## config.mk

```make
export PLATFORM = sky130hd
export DESIGN_NAME = vibration_pattern_sequencer_flat
export DESIGN_NICKNAME = d
export VERILOG_FILES = /design/src/design/vps_pkg.sv /design/src/design/vps_if.sv /design/src/design/vibration_pattern_sequencer.sv /design/src/design/vps_eval.sv /design/src/flat_wrapper.sv
export VERILOG_INCLUDE_DIRS = /design/src /design/src/design
export SDC_FILE = /design/constraint.sdc
export NUM_CORES = 1
export LEC_CHECK = 0
export ABC_CLOCK_PERIOD_IN_PS = 5350
export BUFFER_PORTS_ARGS = -buffer_cell sky130_fd_sc_hd__buf_2
export CAP_MARGIN = 20
export CORE_MARGIN = 4
export CORE_UTILIZATION = 35
export CTS_CLUSTER_DIAMETER = 120
export DETAILED_ROUTE_END_ITERATION = 7
export PLACE_DENSITY_LB_ADDON = 0.12
export SKIP_CTS_REPAIR_TIMING = 1
export SYNTH_ARGS = -nofsm -noshare
export SYNTH_HDL_FRONTEND = slang
export SYNTH_SLANG_ARGS = --single-unit
```

## constraint.sdc

```tcl
create_clock -name clk -period 5.35 [get_ports clk]
set_input_delay 1.3375 -clock clk [delete_from_list [all_inputs] [get_ports clk]]
set_output_delay 1.3375 -clock clk [all_outputs]
set_load 0.03 [all_outputs]
```

## src/design/vibration_pattern_sequencer_assert.svh

```systemverilog
// Assertion macros for the vibration pattern sequencer.
`ifndef VIBRATION_PATTERN_SEQUENCER_ASSERT_SVH
`define VIBRATION_PATTERN_SEQUENCER_ASSERT_SVH

`ifndef NO_ASSERTIONS

// The consequent must hold in the same cycle as the antecedent.
`define VPS_ASSERT_SAME(label, clk, rst, ante, cons) \
  label: assert property (@(posedge clk) disable iff (rst) (ante) |-> (cons)) \
    else $error("vps assertion failed");

// The consequent must hold in the cycle after the antecedent.
`define VPS_ASSERT_NEXT(label, clk, rst, ante, cons) \
  label: assert property (@(posedge clk) disable iff (rst) (ante) |=> (cons)) \
    else $error("vps assertion failed");

`else

`define VPS_ASSERT_SAME(label, clk, rst, ante, cons)
`define VPS_ASSERT_NEXT(label, clk, rst, ante, cons)

`endif

`endif

```

## src/design/vps_pkg.sv

```systemverilog
// Types, mode codes and drive levels shared by the sequencer files.
package vps_pkg;

  typedef struct packed {
    logic       func;
    logic       work_enable;
    logic       charging;
    logic [7:0] vib_mode;
    logic [7:0] suction_mode;
  } vps_item_t;

  typedef struct packed {
    logic       vib_on;
    logic [7:0] vib_level;
    logic       suction_on;
    logic [7:0] suction_level;
    logic       suction_clear_req;
  } vps_result_t;

  typedef struct packed {
    logic [15:0] tick_count;
    logic [7:0]  latched_vib_mode;
    logic [7:0]  latched_suction_mode;
    logic        vib_enable;
    logic [7:0]  vib_compare;
    logic        suction_enable;
    logic [7:0]  suction_compare;
  } vps_state_t;

  // Item kinds carried in func.
  localparam logic FUNC_EVAL = 1'b0;
  localparam logic FUNC_TICK = 1'b1;

  // Vibration mode codes.
  localparam logic [7:0] VIB_OFF    = 8'd0;
  localparam logic [7:0] VIB_FIXED1 = 8'd1;
  localparam logic [7:0] VIB_FIXED2 = 8'd2;
  localparam logic [7:0] VIB_FIXED3 = 8'd3;
  localparam logic [7:0] VIB_FIXED4 = 8'd4;
  localparam logic [7:0] VIB_BLINK  = 8'd5;
  localparam logic [7:0] VIB_BURST  = 8'd6;
  localparam logic [7:0] VIB_STEP   = 8'd7;

  // Suction mode codes.
  localparam logic [7:0] SUC_OFF  = 8'd0;
  localparam logic [7:0] SUC_LOW  = 8'd1;
  localparam logic [7:0] SUC_MID  = 8'd2;
  localparam logic [7:0] SUC_HIGH = 8'd3;

  // Drive levels.
  localparam logic [7:0] LEVEL_RESET = 8'd127;
  localparam logic [7:0] LEVEL_V1    = 8'd102;
  localparam logic [7:0] LEVEL_V2    = 8'd153;
  localparam logic [7:0] LEVEL_V3    = 8'd204;
  localparam logic [7:0] LEVEL_FULL  = 8'd255;
  localparam logic [7:0] LEVEL_STEP1 = 8'd76;
  localparam logic [7:0] LEVEL_STEP2 = 8'd127;
  localparam logic [7:0] LEVEL_S1    = 8'd216;
  localparam logic [7:0] LEVEL_S2    = 8'd234;
  localparam logic [7:0] LEVEL_S3    = 8'd253;

  // Pattern timing in ticks.
  localparam logic [15:0] TICK_MAX    = 16'hFFFF;
  localparam logic [15:0] BLINK_ON    = 16'd15;
  localparam logic [15:0] BLINK_END   = 16'd30;
  localparam logic [15:0] BURST_T0    = 16'd80;
  localparam logic [15:0] BURST_T1    = 16'd100;
  localparam logic [15:0] BURST_T2    = 16'd120;
  localparam logic [15:0] BURST_T3    = 16'd135;
  localparam logic [15:0] BURST_T4    = 16'd155;
  localparam logic [15:0] BURST_T5    = 16'd170;
  localparam logic [15:0] BURST_T6    = 16'd190;
  localparam logic [15:0] BURST_END   = 16'd205;
  localparam logic [15:0] STEP_T0     = 16'd100;
  localparam logic [15:0] STEP_T1     = 16'd200;
  localparam logic [15:0] STEP_END    = 16'd300;

  function automatic logic [7:0] vib_entry_level(input logic [7:0] mode);
    logic [7:0] lvl;
    case (mode)
      VIB_FIXED1: lvl = LEVEL_V1;
      VIB_FIXED2: lvl = LEVEL_V2;
      VIB_FIXED3: lvl = LEVEL_V3;
      VIB_STEP:   lvl = LEVEL_STEP1;
      default:    lvl = LEVEL_FULL;
    endcase
    return lvl;
  endfunction

  function automatic logic [7:0] suction_entry_level(input logic [7:0] mode);
    logic [7:0] lvl;
    case (mode)
      SUC_LOW: lvl = LEVEL_S1;
      SUC_MID: lvl = LEVEL_S2;
      default: lvl = LEVEL_S3;
    endcase
    return lvl;
  endfunction

endpackage

```

## src/design/vps_if.sv

```systemverilog
// Handshake interfaces for the sequencer's input and result words.
interface vps_in_if;
  logic       valid;
  logic       ready;
  logic       func;
  logic       work_enable;
  logic       charging;
  logic [7:0] vib_mode;
  logic [7:0] suction_mode;

  modport source (output valid, func, work_enable, charging, vib_mode, suction_mode,
                  input ready);
  modport sink (input valid, func, work_enable, charging, vib_mode, suction_mode,
                output ready);
endinterface

interface vps_out_if;
  logic       valid;
  logic       ready;
  logic       vib_on;
  logic [7:0] vib_level;
  logic       suction_on;
  logic [7:0] suction_level;
  logic       suction_clear_req;

  modport source (output valid, vib_on, vib_level, suction_on, suction_level,
                  suction_clear_req, input ready);
  modport sink (input valid, vib_on, vib_level, suction_on, suction_level,
                suction_clear_req, output ready);
endinterface

```

## src/design/vibration_pattern_sequencer.sv

```systemverilog
// Top level of the two-motor vibration and suction drive sequencer.
//
//   Channel  Dir  Handshake      Word contents
//   req      in   valid/ready    func, work_enable, charging, vib_mode, suction_mode
//   rsp      out  valid/ready    vib_on, vib_level, suction_on, suction_level,
//                                suction_clear_req
//
// Every accepted word produces exactly one result word. It passes the input register
// and then the result register, and is handed on when the result side is free.
// A new word can be taken every cycle while rsp does not stall; the rate is set by the
// single evaluation stage between the input register and the result register.
// Reset (rst, synchronous) empties both registers and returns the drive state to
// motors off, levels 127, counter and latched modes zero.
// When rsp is stalled the word in the input register waits, and req.ready stays
// high only while that register is empty.
module vibration_pattern_sequencer import vps_pkg::*; (
  input logic    clk,
  input logic    rst,
  vps_in_if.sink   req,
  vps_out_if.source rsp
);

  `include "vibration_pattern_sequencer_assert.svh"

  // Input register.
  logic        stage_valid;
  vps_item_t   stage_item;

  // Drive state carried from word to word.
  vps_state_t  state;
  vps_state_t  state_next;

  // Result register.
  logic        out_valid;
  vps_result_t out_word;
  vps_result_t eval_res;

  logic advance;

  // The staged word moves on when the result register is empty or being emptied.
  assign advance   = stage_valid && (!out_valid || rsp.ready);
  assign req.ready = !stage_valid || advance;

  always_ff @(posedge clk) begin
    if (rst) begin
      stage_valid <= 1'b0;
    end else if (req.ready) begin
      stage_valid <= req.valid;
    end
  end

  always_ff @(posedge clk) begin
    if (req.valid && req.ready) begin
      stage_item.func         <= req.func;
      stage_item.work_enable  <= req.work_enable;
      stage_item.charging     <= req.charging;
      stage_item.vib_mode     <= req.vib_mode;
      stage_item.suction_mode <= req.suction_mode;
    end
  end

  vps_eval u_eval (
    .item (stage_item),
    .cur  (state),
    .nxt  (state_next),
    .res  (eval_res)
  );

  // The drive state is committed only when the word's result is registered, so
  // words are applied strictly in order however the result side stalls.
  always_ff @(posedge clk) begin
    if (rst) begin
      state.tick_count           <= 16'd0;
      state.latched_vib_mode     <= VIB_OFF;
      state.latched_suction_mode <= SUC_OFF;
      state.vib_enable           <= 1'b0;
      state.vib_compare          <= LEVEL_RESET;
      state.suction_enable       <= 1'b0;
      state.suction_compare      <= LEVEL_RESET;
    end else if (advance) begin
      state <= state_next;
    end
  end

  always_ff @(posedge clk) begin
    if (rst) begin
      out_valid <= 1'b0;
    end else if (advance) begin
      out_valid <= 1'b1;
    end else if (rsp.ready) begin
      out_valid <= 1'b0;
    end
  end

  always_ff @(posedge clk) begin
    if (advance) begin
      out_word <= eval_res;
    end
  end

  assign rsp.valid             = out_valid;
  assign rsp.vib_on            = out_word.vib_on;
  assign rsp.vib_level         = out_word.vib_level;
  assign rsp.suction_on        = out_word.suction_on;
  assign rsp.suction_level     = out_word.suction_level;
  assign rsp.suction_clear_req = out_word.suction_clear_req;

  // A staged word that cannot move on is still there in the next cycle.
  `VPS_ASSERT_NEXT(a_stage_held, clk, rst, stage_valid && !advance, stage_valid)

  // An evaluate while disabled or charging always reports both motors off.
  `VPS_ASSERT_NEXT(a_disabled_off, clk, rst,
    advance && stage_item.func == FUNC_EVAL &&
    (!stage_item.work_enable || stage_item.charging),
    !rsp.vib_on && !rsp.suction_on && !rsp.suction_clear_req)

  // The tick counter saturates rather than wrapping.
  `VPS_ASSERT_NEXT(a_tick_saturates, clk, rst,
    advance && stage_item.func == FUNC_TICK && state.tick_count == TICK_MAX,
    state.tick_count == TICK_MAX)

  // With the result register empty the input side is never blocked.
  `VPS_ASSERT_SAME(a_ready_when_empty, clk, rst, !out_valid, req.ready)

endmodule

```

## src/design/vps_eval.sv

```systemverilog
// Next-state and result logic for one tick or evaluate word.
module vps_eval import vps_pkg::*; (
  input  vps_item_t   item,
  input  vps_state_t  cur,
  output vps_state_t  nxt,
  output vps_result_t res
);

  logic clear_req;

  always_comb begin
    nxt       = cur;
    clear_req = 1'b0;
    if (item.func == FUNC_TICK) begin
      if (cur.tick_count != TICK_MAX) begin
        nxt.tick_count = cur.tick_count + 16'd1;
      end
    end else if (item.work_enable && !item.charging) begin
      // Vibration motor: a new mode is latched and loads its level.
      if (item.vib_mode == VIB_OFF) begin
        nxt.vib_enable = 1'b0;
      end else if (item.vib_mode <= VIB_STEP) begin
        if (cur.latched_vib_mode != item.vib_mode) begin
          nxt.latched_vib_mode = item.vib_mode;
          if (item.vib_mode != VIB_FIXED1) begin
            nxt.tick_count = 16'd0;
          end
          nxt.vib_compare = vib_entry_level(item.vib_mode);
          nxt.vib_enable  = 1'b1;
        end
      end

      // Timed patterns look at the counter after any restart above.
      case (item.vib_mode)
        VIB_BLINK: begin
          if (nxt.tick_count < BLINK_ON) nxt.vib_enable = 1'b1;
          else if (nxt.tick_count < BLINK_END) nxt.vib_enable = 1'b0;
          else nxt.tick_count = 16'd0;
        end
        VIB_BURST: begin
          if (nxt.tick_count < BURST_T0) nxt.vib_enable = 1'b1;
          else if (nxt.tick_count < BURST_T1) nxt.vib_enable = 1'b0;
          else if (nxt.tick_count < BURST_T2) nxt.vib_enable = 1'b1;
          else if (nxt.tick_count < BURST_T3) nxt.vib_enable = 1'b0;
          else if (nxt.tick_count < BURST_T4) nxt.vib_enable = 1'b1;
          else if (nxt.tick_count < BURST_T5) nxt.vib_enable = 1'b0;
          else if (nxt.tick_count < BURST_T6) nxt.vib_enable = 1'b1;
          else if (nxt.tick_count < BURST_END) nxt.vib_enable = 1'b0;
          else nxt.tick_count = 16'd0;
        end
        VIB_STEP: begin
          if (nxt.tick_count < STEP_T0) begin
            nxt.vib_compare = LEVEL_STEP1;
            nxt.vib_enable  = 1'b1;
          end else if (nxt.tick_count < STEP_T1) begin
            nxt.vib_compare = LEVEL_STEP2;
            nxt.vib_enable  = 1'b1;
          end else if (nxt.tick_count < STEP_END) begin
            nxt.vib_compare = LEVEL_FULL;
            nxt.vib_enable  = 1'b1;
          end else begin
            nxt.tick_count = 16'd0;
          end
        end
        default: begin
        end
      endcase

      // Suction motor.
      case (item.suction_mode)
        SUC_OFF: nxt.suction_enable = 1'b0;
        SUC_LOW, SUC_MID, SUC_HIGH: begin
          if (cur.latched_suction_mode != item.suction_mode) begin
            nxt.latched_suction_mode = item.suction_mode;
            nxt.suction_compare      = suction_entry_level(item.suction_mode);
            nxt.suction_enable       = 1'b1;
          end
        end
        default: clear_req = 1'b1;
      endcase
    end else begin
      nxt.vib_enable     = 1'b0;
      nxt.suction_enable = 1'b0;
    end
  end

  assign res.vib_on            = nxt.vib_enable;
  assign res.vib_level         = nxt.vib_compare;
  assign res.suction_on        = nxt.suction_enable;
  assign res.suction_level     = nxt.suction_compare;
  assign res.suction_clear_req = clear_req;

endmodule

```

## src/flat_wrapper.sv

```systemverilog
// flat-port wrapper written by rule: the top's interface ports become plain ports
module vibration_pattern_sequencer_flat import vps_pkg::*;
  (clk, rst, req_valid, req_func, req_work_enable, req_charging, req_vib_mode, req_suction_mode, req_ready, rsp_valid, rsp_vib_on, rsp_vib_level, rsp_suction_on, rsp_suction_level, rsp_suction_clear_req, rsp_ready);
  vps_in_if req_i ();
  vps_out_if rsp_i ();
  input logic clk;
  input logic rst;
  input wire logic [$bits(req_i.valid)-1:0] req_valid;
  input wire logic [$bits(req_i.func)-1:0] req_func;
  input wire logic [$bits(req_i.work_enable)-1:0] req_work_enable;
  input wire logic [$bits(req_i.charging)-1:0] req_charging;
  input wire logic [$bits(req_i.vib_mode)-1:0] req_vib_mode;
  input wire logic [$bits(req_i.suction_mode)-1:0] req_suction_mode;
  output wire logic [$bits(req_i.ready)-1:0] req_ready;
  output wire logic [$bits(rsp_i.valid)-1:0] rsp_valid;
  output wire logic [$bits(rsp_i.vib_on)-1:0] rsp_vib_on;
  output wire logic [$bits(rsp_i.vib_level)-1:0] rsp_vib_level;
  output wire logic [$bits(rsp_i.suction_on)-1:0] rsp_suction_on;
  output wire logic [$bits(rsp_i.suction_level)-1:0] rsp_suction_level;
  output wire logic [$bits(rsp_i.suction_clear_req)-1:0] rsp_suction_clear_req;
  input wire logic [$bits(rsp_i.ready)-1:0] rsp_ready;
  assign req_i.valid = req_valid;
  assign req_i.func = req_func;
  assign req_i.work_enable = req_work_enable;
  assign req_i.charging = req_charging;
  assign req_i.vib_mode = req_vib_mode;
  assign req_i.suction_mode = req_suction_mode;
  assign req_ready = req_i.ready;
  assign rsp_valid = rsp_i.valid;
  assign rsp_vib_on = rsp_i.vib_on;
  assign rsp_vib_level = rsp_i.vib_level;
  assign rsp_suction_on = rsp_i.suction_on;
  assign rsp_suction_level = rsp_i.suction_level;
  assign rsp_suction_clear_req = rsp_i.suction_clear_req;
  assign rsp_i.ready = rsp_ready;
  vibration_pattern_sequencer u_core (.clk(clk), .rst(rst), .req(req_i), .rsp(rsp_i));
endmodule
```

# Word level (Yosys, flattened, before mapping)
# Index checks and enable logic that the tools add are counted.
# totals
regBits	90
input_bits	23
output_inout_bits	21
elab_cells	127
# classes
n_addsub	1
n_lt_le_gt_ge	13
n_eq_ne	17
muxes	57
n_bitwise	2
n_reduce_logical	18
# op_table
op	n
$mux W16	16
$mux W24	5
$lt A16 B8 Y1 const B	6
$mux W8	7
$mux W9	6
$lt A16 B7 Y1 const B	3
$pmux W16 S3	1
$eq A8 B2 Y1 const B	4
$mux W32	1
$pmux W8 S4	1
$eq A8 B3 Y1 const B	3
$mux W18	1
$add A16 B1 Y16 const B	1
$eq A8 B1 Y1 const B	2
$logic_not A8 Y1	2
$lt A16 B4 Y1 const B	1
$lt A16 B5 Y1 const B	1
$lt A16 B9 Y1 const B	1
$mux W1	16
$ne A16 B16 Y1 const B	1
$ne A8 B8 Y1	2
$pmux W6 S2	1
$le A8 B3 Y1 const B	1
$ne A8 B1 Y1 const B	1
16 further kinds	24

# Depth between registers and ports, before layout
# logic_depth
depth_word	19
depth_mapped	9

# Cells and area by module
# A second synthesis with hierarchy kept.
# hier_totals
hier_cells	547
hier_area_um2	5336.4
# by_module_without_submodules
mod	n_inst	cells_per_inst	area_each_um2	seq_area_each_um2
vibration_pattern_sequencer	1	265	3443.3	2182.1
vps_eval	1	282	1893.1	0.0

# Worst setup path after synthesis
# Ideal clock, no wire load.
# synth_timing
path_type	input to output
from	in rsp_ready
to	out req_ready
arrival_time_ns	1.741
path_slack_ns	2.272
cell_stages	2
n_path_buf	0
path_cell_list	nor2b_1 -> nand2_1
# synth_via
elab_chain_len	3
# synth_rtl
item	line_no	text
from (decl)	flat_wrapper.sv:21	input wire logic [$bits(rsp_i.ready)-1:0] rsp_ready;
$logic_or A1 B1 Y1	vibration_pattern_sequencer.sv:41	assign advance = stage_valid && (!out_valid || rsp.ready);
$logic_and A1 B1 Y1	vibration_pattern_sequencer.sv:41	
$logic_or A1 B1 Y1	vibration_pattern_sequencer.sv:42	assign req.ready = !stage_valid || advance;
to (decl)	flat_wrapper.sv:14	output wire logic [$bits(req_i.ready)-1:0] req_ready;
# Every way passes these cells.

# Worst setup path after layout
# Ends and elaborated chain as after synthesis.

==> impl_metrics.csv <==
group,metric,value,unit
status,status,"completed",
timing,rsz0062_at_grt,"no",
timing,period_share,60.7,%
layout,fin_nets,500,
critical_path,path_cells,"buf_2 > nor2b_1 > nand2_1 > buf_2",
clock_tree,h-tree-depth,3,
clock_tree,root_buffer,"clkbuf_16",
grt,grt_pass1_vias,3207,
synthesis,syn_avg_cell_area,9.88,um^2
floorplan,dieWidth,119,um
synthesis,synth_cell_types,69,
hold_path,hold_end,"u_core.state[3]$_SDFFE_PP1P_",
clock_tree,cts_tree,"yes",
place,hpwl,7000,um
clock_tree,numCtsBuffers,9,
critical_path,r2r_slack,2440,ps
synthesis,ys_warn_count,0,
floorplan,io_pins,44,
job,cap_violations,0,
timing,setup_ws,2100,ps
critical_path,rr_worst_depth,7,
synthesis,seq_area_frac_synth,50.2,%
place,dpl.cell_count,632,
critical_path,endpoint_kind,"output port",
grt,antenna_found_initial,0,
clock_tree,cts_num_sinks,90,
floorplan,dieHeight,119,um
clock_tree,clockBufferDepth,2,
timing,period_needed,3250,ps
layout,syn_to_final_growth,13.9,%
critical_path,worstPathMaxFanout,4,
floorplan,floorplan.die_area,14300,um^2
critical_path,cp_common_cell,"buf_2",
route,vias,3376,
power,peakVddDrop,0.235,mV
grt,grtUsageTotal,14.7,%
critical_path,rr_startpoint,"u_core.stage_item[9]$_DFFE_PP_",
route,first_pass_iters,5,
route,drt-vias-per-instance,5.20,
critical_path,cp.depth,4,
timing,drv_slew,0,
floorplan,rows,40,
synthesis,synthTopCellsByArea,"edfxtp_1, dfxtp_1, nand2_1, nor2_1, a21oi_1",
timing,finalSetupTns,0,ps
synthesis,synthMostInstantiatedCell,"dfxtp_1",
synthesis,synth_nets,464,
hold_path,hp-class,"reg -> reg",
power,p_leak,1.66,nW
synthesis,syn_inst,440,
critical_path,cp_slowest_cell,"nor2b_1",
critical_path,critPathLaunchType,"input pin",
synthesis,yosys.area.top_type,"edfxtp_1",
grt,grt.overflow.total,0,
hold_path,hp-start,"u_core.state[3]$_SDFFE_PP1P_",
critical_path,cp_num_buf_inv,2,
floorplan,start_util,36.0,%
place,gp_congestion,0.871,
hold_path,min_path_cells,1,
power,p_per_area,283,nW/um^2
place,portBuffers,43,
synthesis,ys_seq_elements,90,
critical_path,crit_family,"simple AND/OR/NAND/NOR gates",
synthesis,async_flop_share,0,%
route,wl_per_cell,15.4,um
clock_tree,clock_latency,340,ps
timing,slew_headroom,45.9,%
critical_path,cp.arrival,1910,ps
route,antenna_left,0,
critical_path,slowest_delay,200,ps
synthesis,synth_area,4350,um^2
timing,max_freq,0.308,GHz
timing,fin_skew,7.65,ps
critical_path,rr_endpoint,"u_core.rsp.vib_on$_DFFE_PP_",
synthesis,netlist.area_leader.share,26.2,%
synthesis,synth_edf_count,38,
timing,hold_viol,0,
place,preCtsSetupSlack,1590,ps
layout,n_antenna_cell,0,
critical_path,required,4010,ps
route,drc,0,
synthesis,synth_flop_cell,"dfxtp_1",
floorplan,core_area,12100,um^2
timing,tightest_slew,812,ps
grt,grt_pass1_wl,16700,um
timing,setup_viol,0,
route,drt_iter0_drc,243,
critical_path,crit_type,"in -> out",
grt,grt_max_degree,40,
route,drt-total-wl,10000,um
layout,fin_cells,649,
synthesis,synth_common_cells,"dfxtp_1, nand2_1, edfxtp_1, nor2_1",
clock_tree,clk_pin_slew_worst_paths,60,ps
layout,drive_gt1_share,18.1,%
==> layout by cell type (no fill, tap or decap), types with 4 or more instances in the layout <==
cell type	instances
a21o_1	6
a21oi_1	23
a221o_1	8
a31oi_1	7
and2_1	12
and3_1	9
buf_2	43
clkbuf_16	9
dfxtp_1	52
edfxtp_1	38
inv_1	14
nand2_1	48
nand2b_1	5
nand3_1	10
nand4_1	10
nor2_1	34
nor3_1	9
nor4_1	11
o211ai_1	5
o21ai_0	23
o21ai_1	5
or2_2	4
or3_1	9
xnor2_1	9
xor2_1	8
==> registers in the layout, summed over array words and instances, names as in the netlist <==
| register | flops |
|---|---|
| u_core.state | 50 |
| u_core.stage_item | 19 |
| u_core.stage_valid | 1 |
| u_core.rsp.suction_level | 8 |
| u_core.rsp.vib_level | 8 |
| u_core.rsp.vib_on | 1 |
| u_core.rsp.valid | 1 |
| u_core.rsp.suction_clear_req | 1 |
| u_core.rsp.suction_on | 1 |
==> through the flow <==
step / hold slack (ps) / cell area, um^2 / power, mW / util [%]
after floorplan: 406 / 4350 / 0.805 / -
after global placement: 419 / 4660 / 0.829 / 38.6
after detailed placement: 427 / 4660 / 0.830 / 38.6
after CTS: 443 / 4930 / 1.42 / 40.8
after global routing: 486 / 4950 / 1.47 / 41.1
final: 434 / 4950 / 1.40 / 41.1
==> how the worst max path moves through the flow <==
stage               from                             to  slack [ps]
2_1_floorplan  rsp_ready                      req_ready        2270
3_3_place_gp   rsp_ready   u_core.state[2]$_SDFFE_PP1P_        1690
3_5_place_dp   rsp_ready   u_core.state[0]$_SDFFE_PP1P_        1590
4_1_cts        rsp_ready   u_core.state[4]$_SDFFE_PP1P_        1960
5_1_grt        rsp_ready  u_core.state[19]$_SDFFE_PP0P_        2040
6_report       rsp_ready                      req_ready        2100
==> cell type report <==
class                      count  area (um^2)
clock buffer                  10          229
clock inverter                 6         41.3
fill                        1181         7110
inverter                      14         52.6
multi-input combinational    315         1980
sequential                    90         2180
tap                          168          210
timing repair buffer          46          258
==> power breakdown <==
| group | total [mW] | internal, mW | switching (mW) |
|---|---|---|---|
| logic | 0.0747 | 0.0250 | 0.0497 |
| registers | 0.742 | 0.729 | 0.0130 |
| clock network | 0.587 | 0.315 | 0.272 |
| total | 1.40 | 1.07 | 0.334 |
==> worst reg2reg max path: stages (launching register included) <==
cell and delay (ps):
edfxtp_1 670, xnor2_1 180, nand4_1 230, o221a_2 380
o21ai_1 520, a31oi_1 170, nor3_1 340, o22ai_1 150
==> metal layers <==
metal | wire length, um | GRT usage [%]
met3 | 549 | 2.85
met4 | 180 | 6.08
met2 | 4270 | 20.9
met1 | 5020 | 21.5
met5 | 0 | 0
==> cell families (layout without fill, tap and decap cells) <==
kind of cell | count (synthesis) | count (layout) | synth area share, %
xor gates and xnor gates | 17 | 17 | 3.42
adders and majority gates | 1 | 1 | 0.288
and+or+nand+nor | 177 | 177 | 21.6
DFF | 90 | 90 | 50.2
muxes | 3 | 3 | 0.691
AOI/OAI and AO/OA | 117 | 117 | 19.6
buffers and inverters | 35 | 76 | 4.26
(Power assumes the default switching activity.)
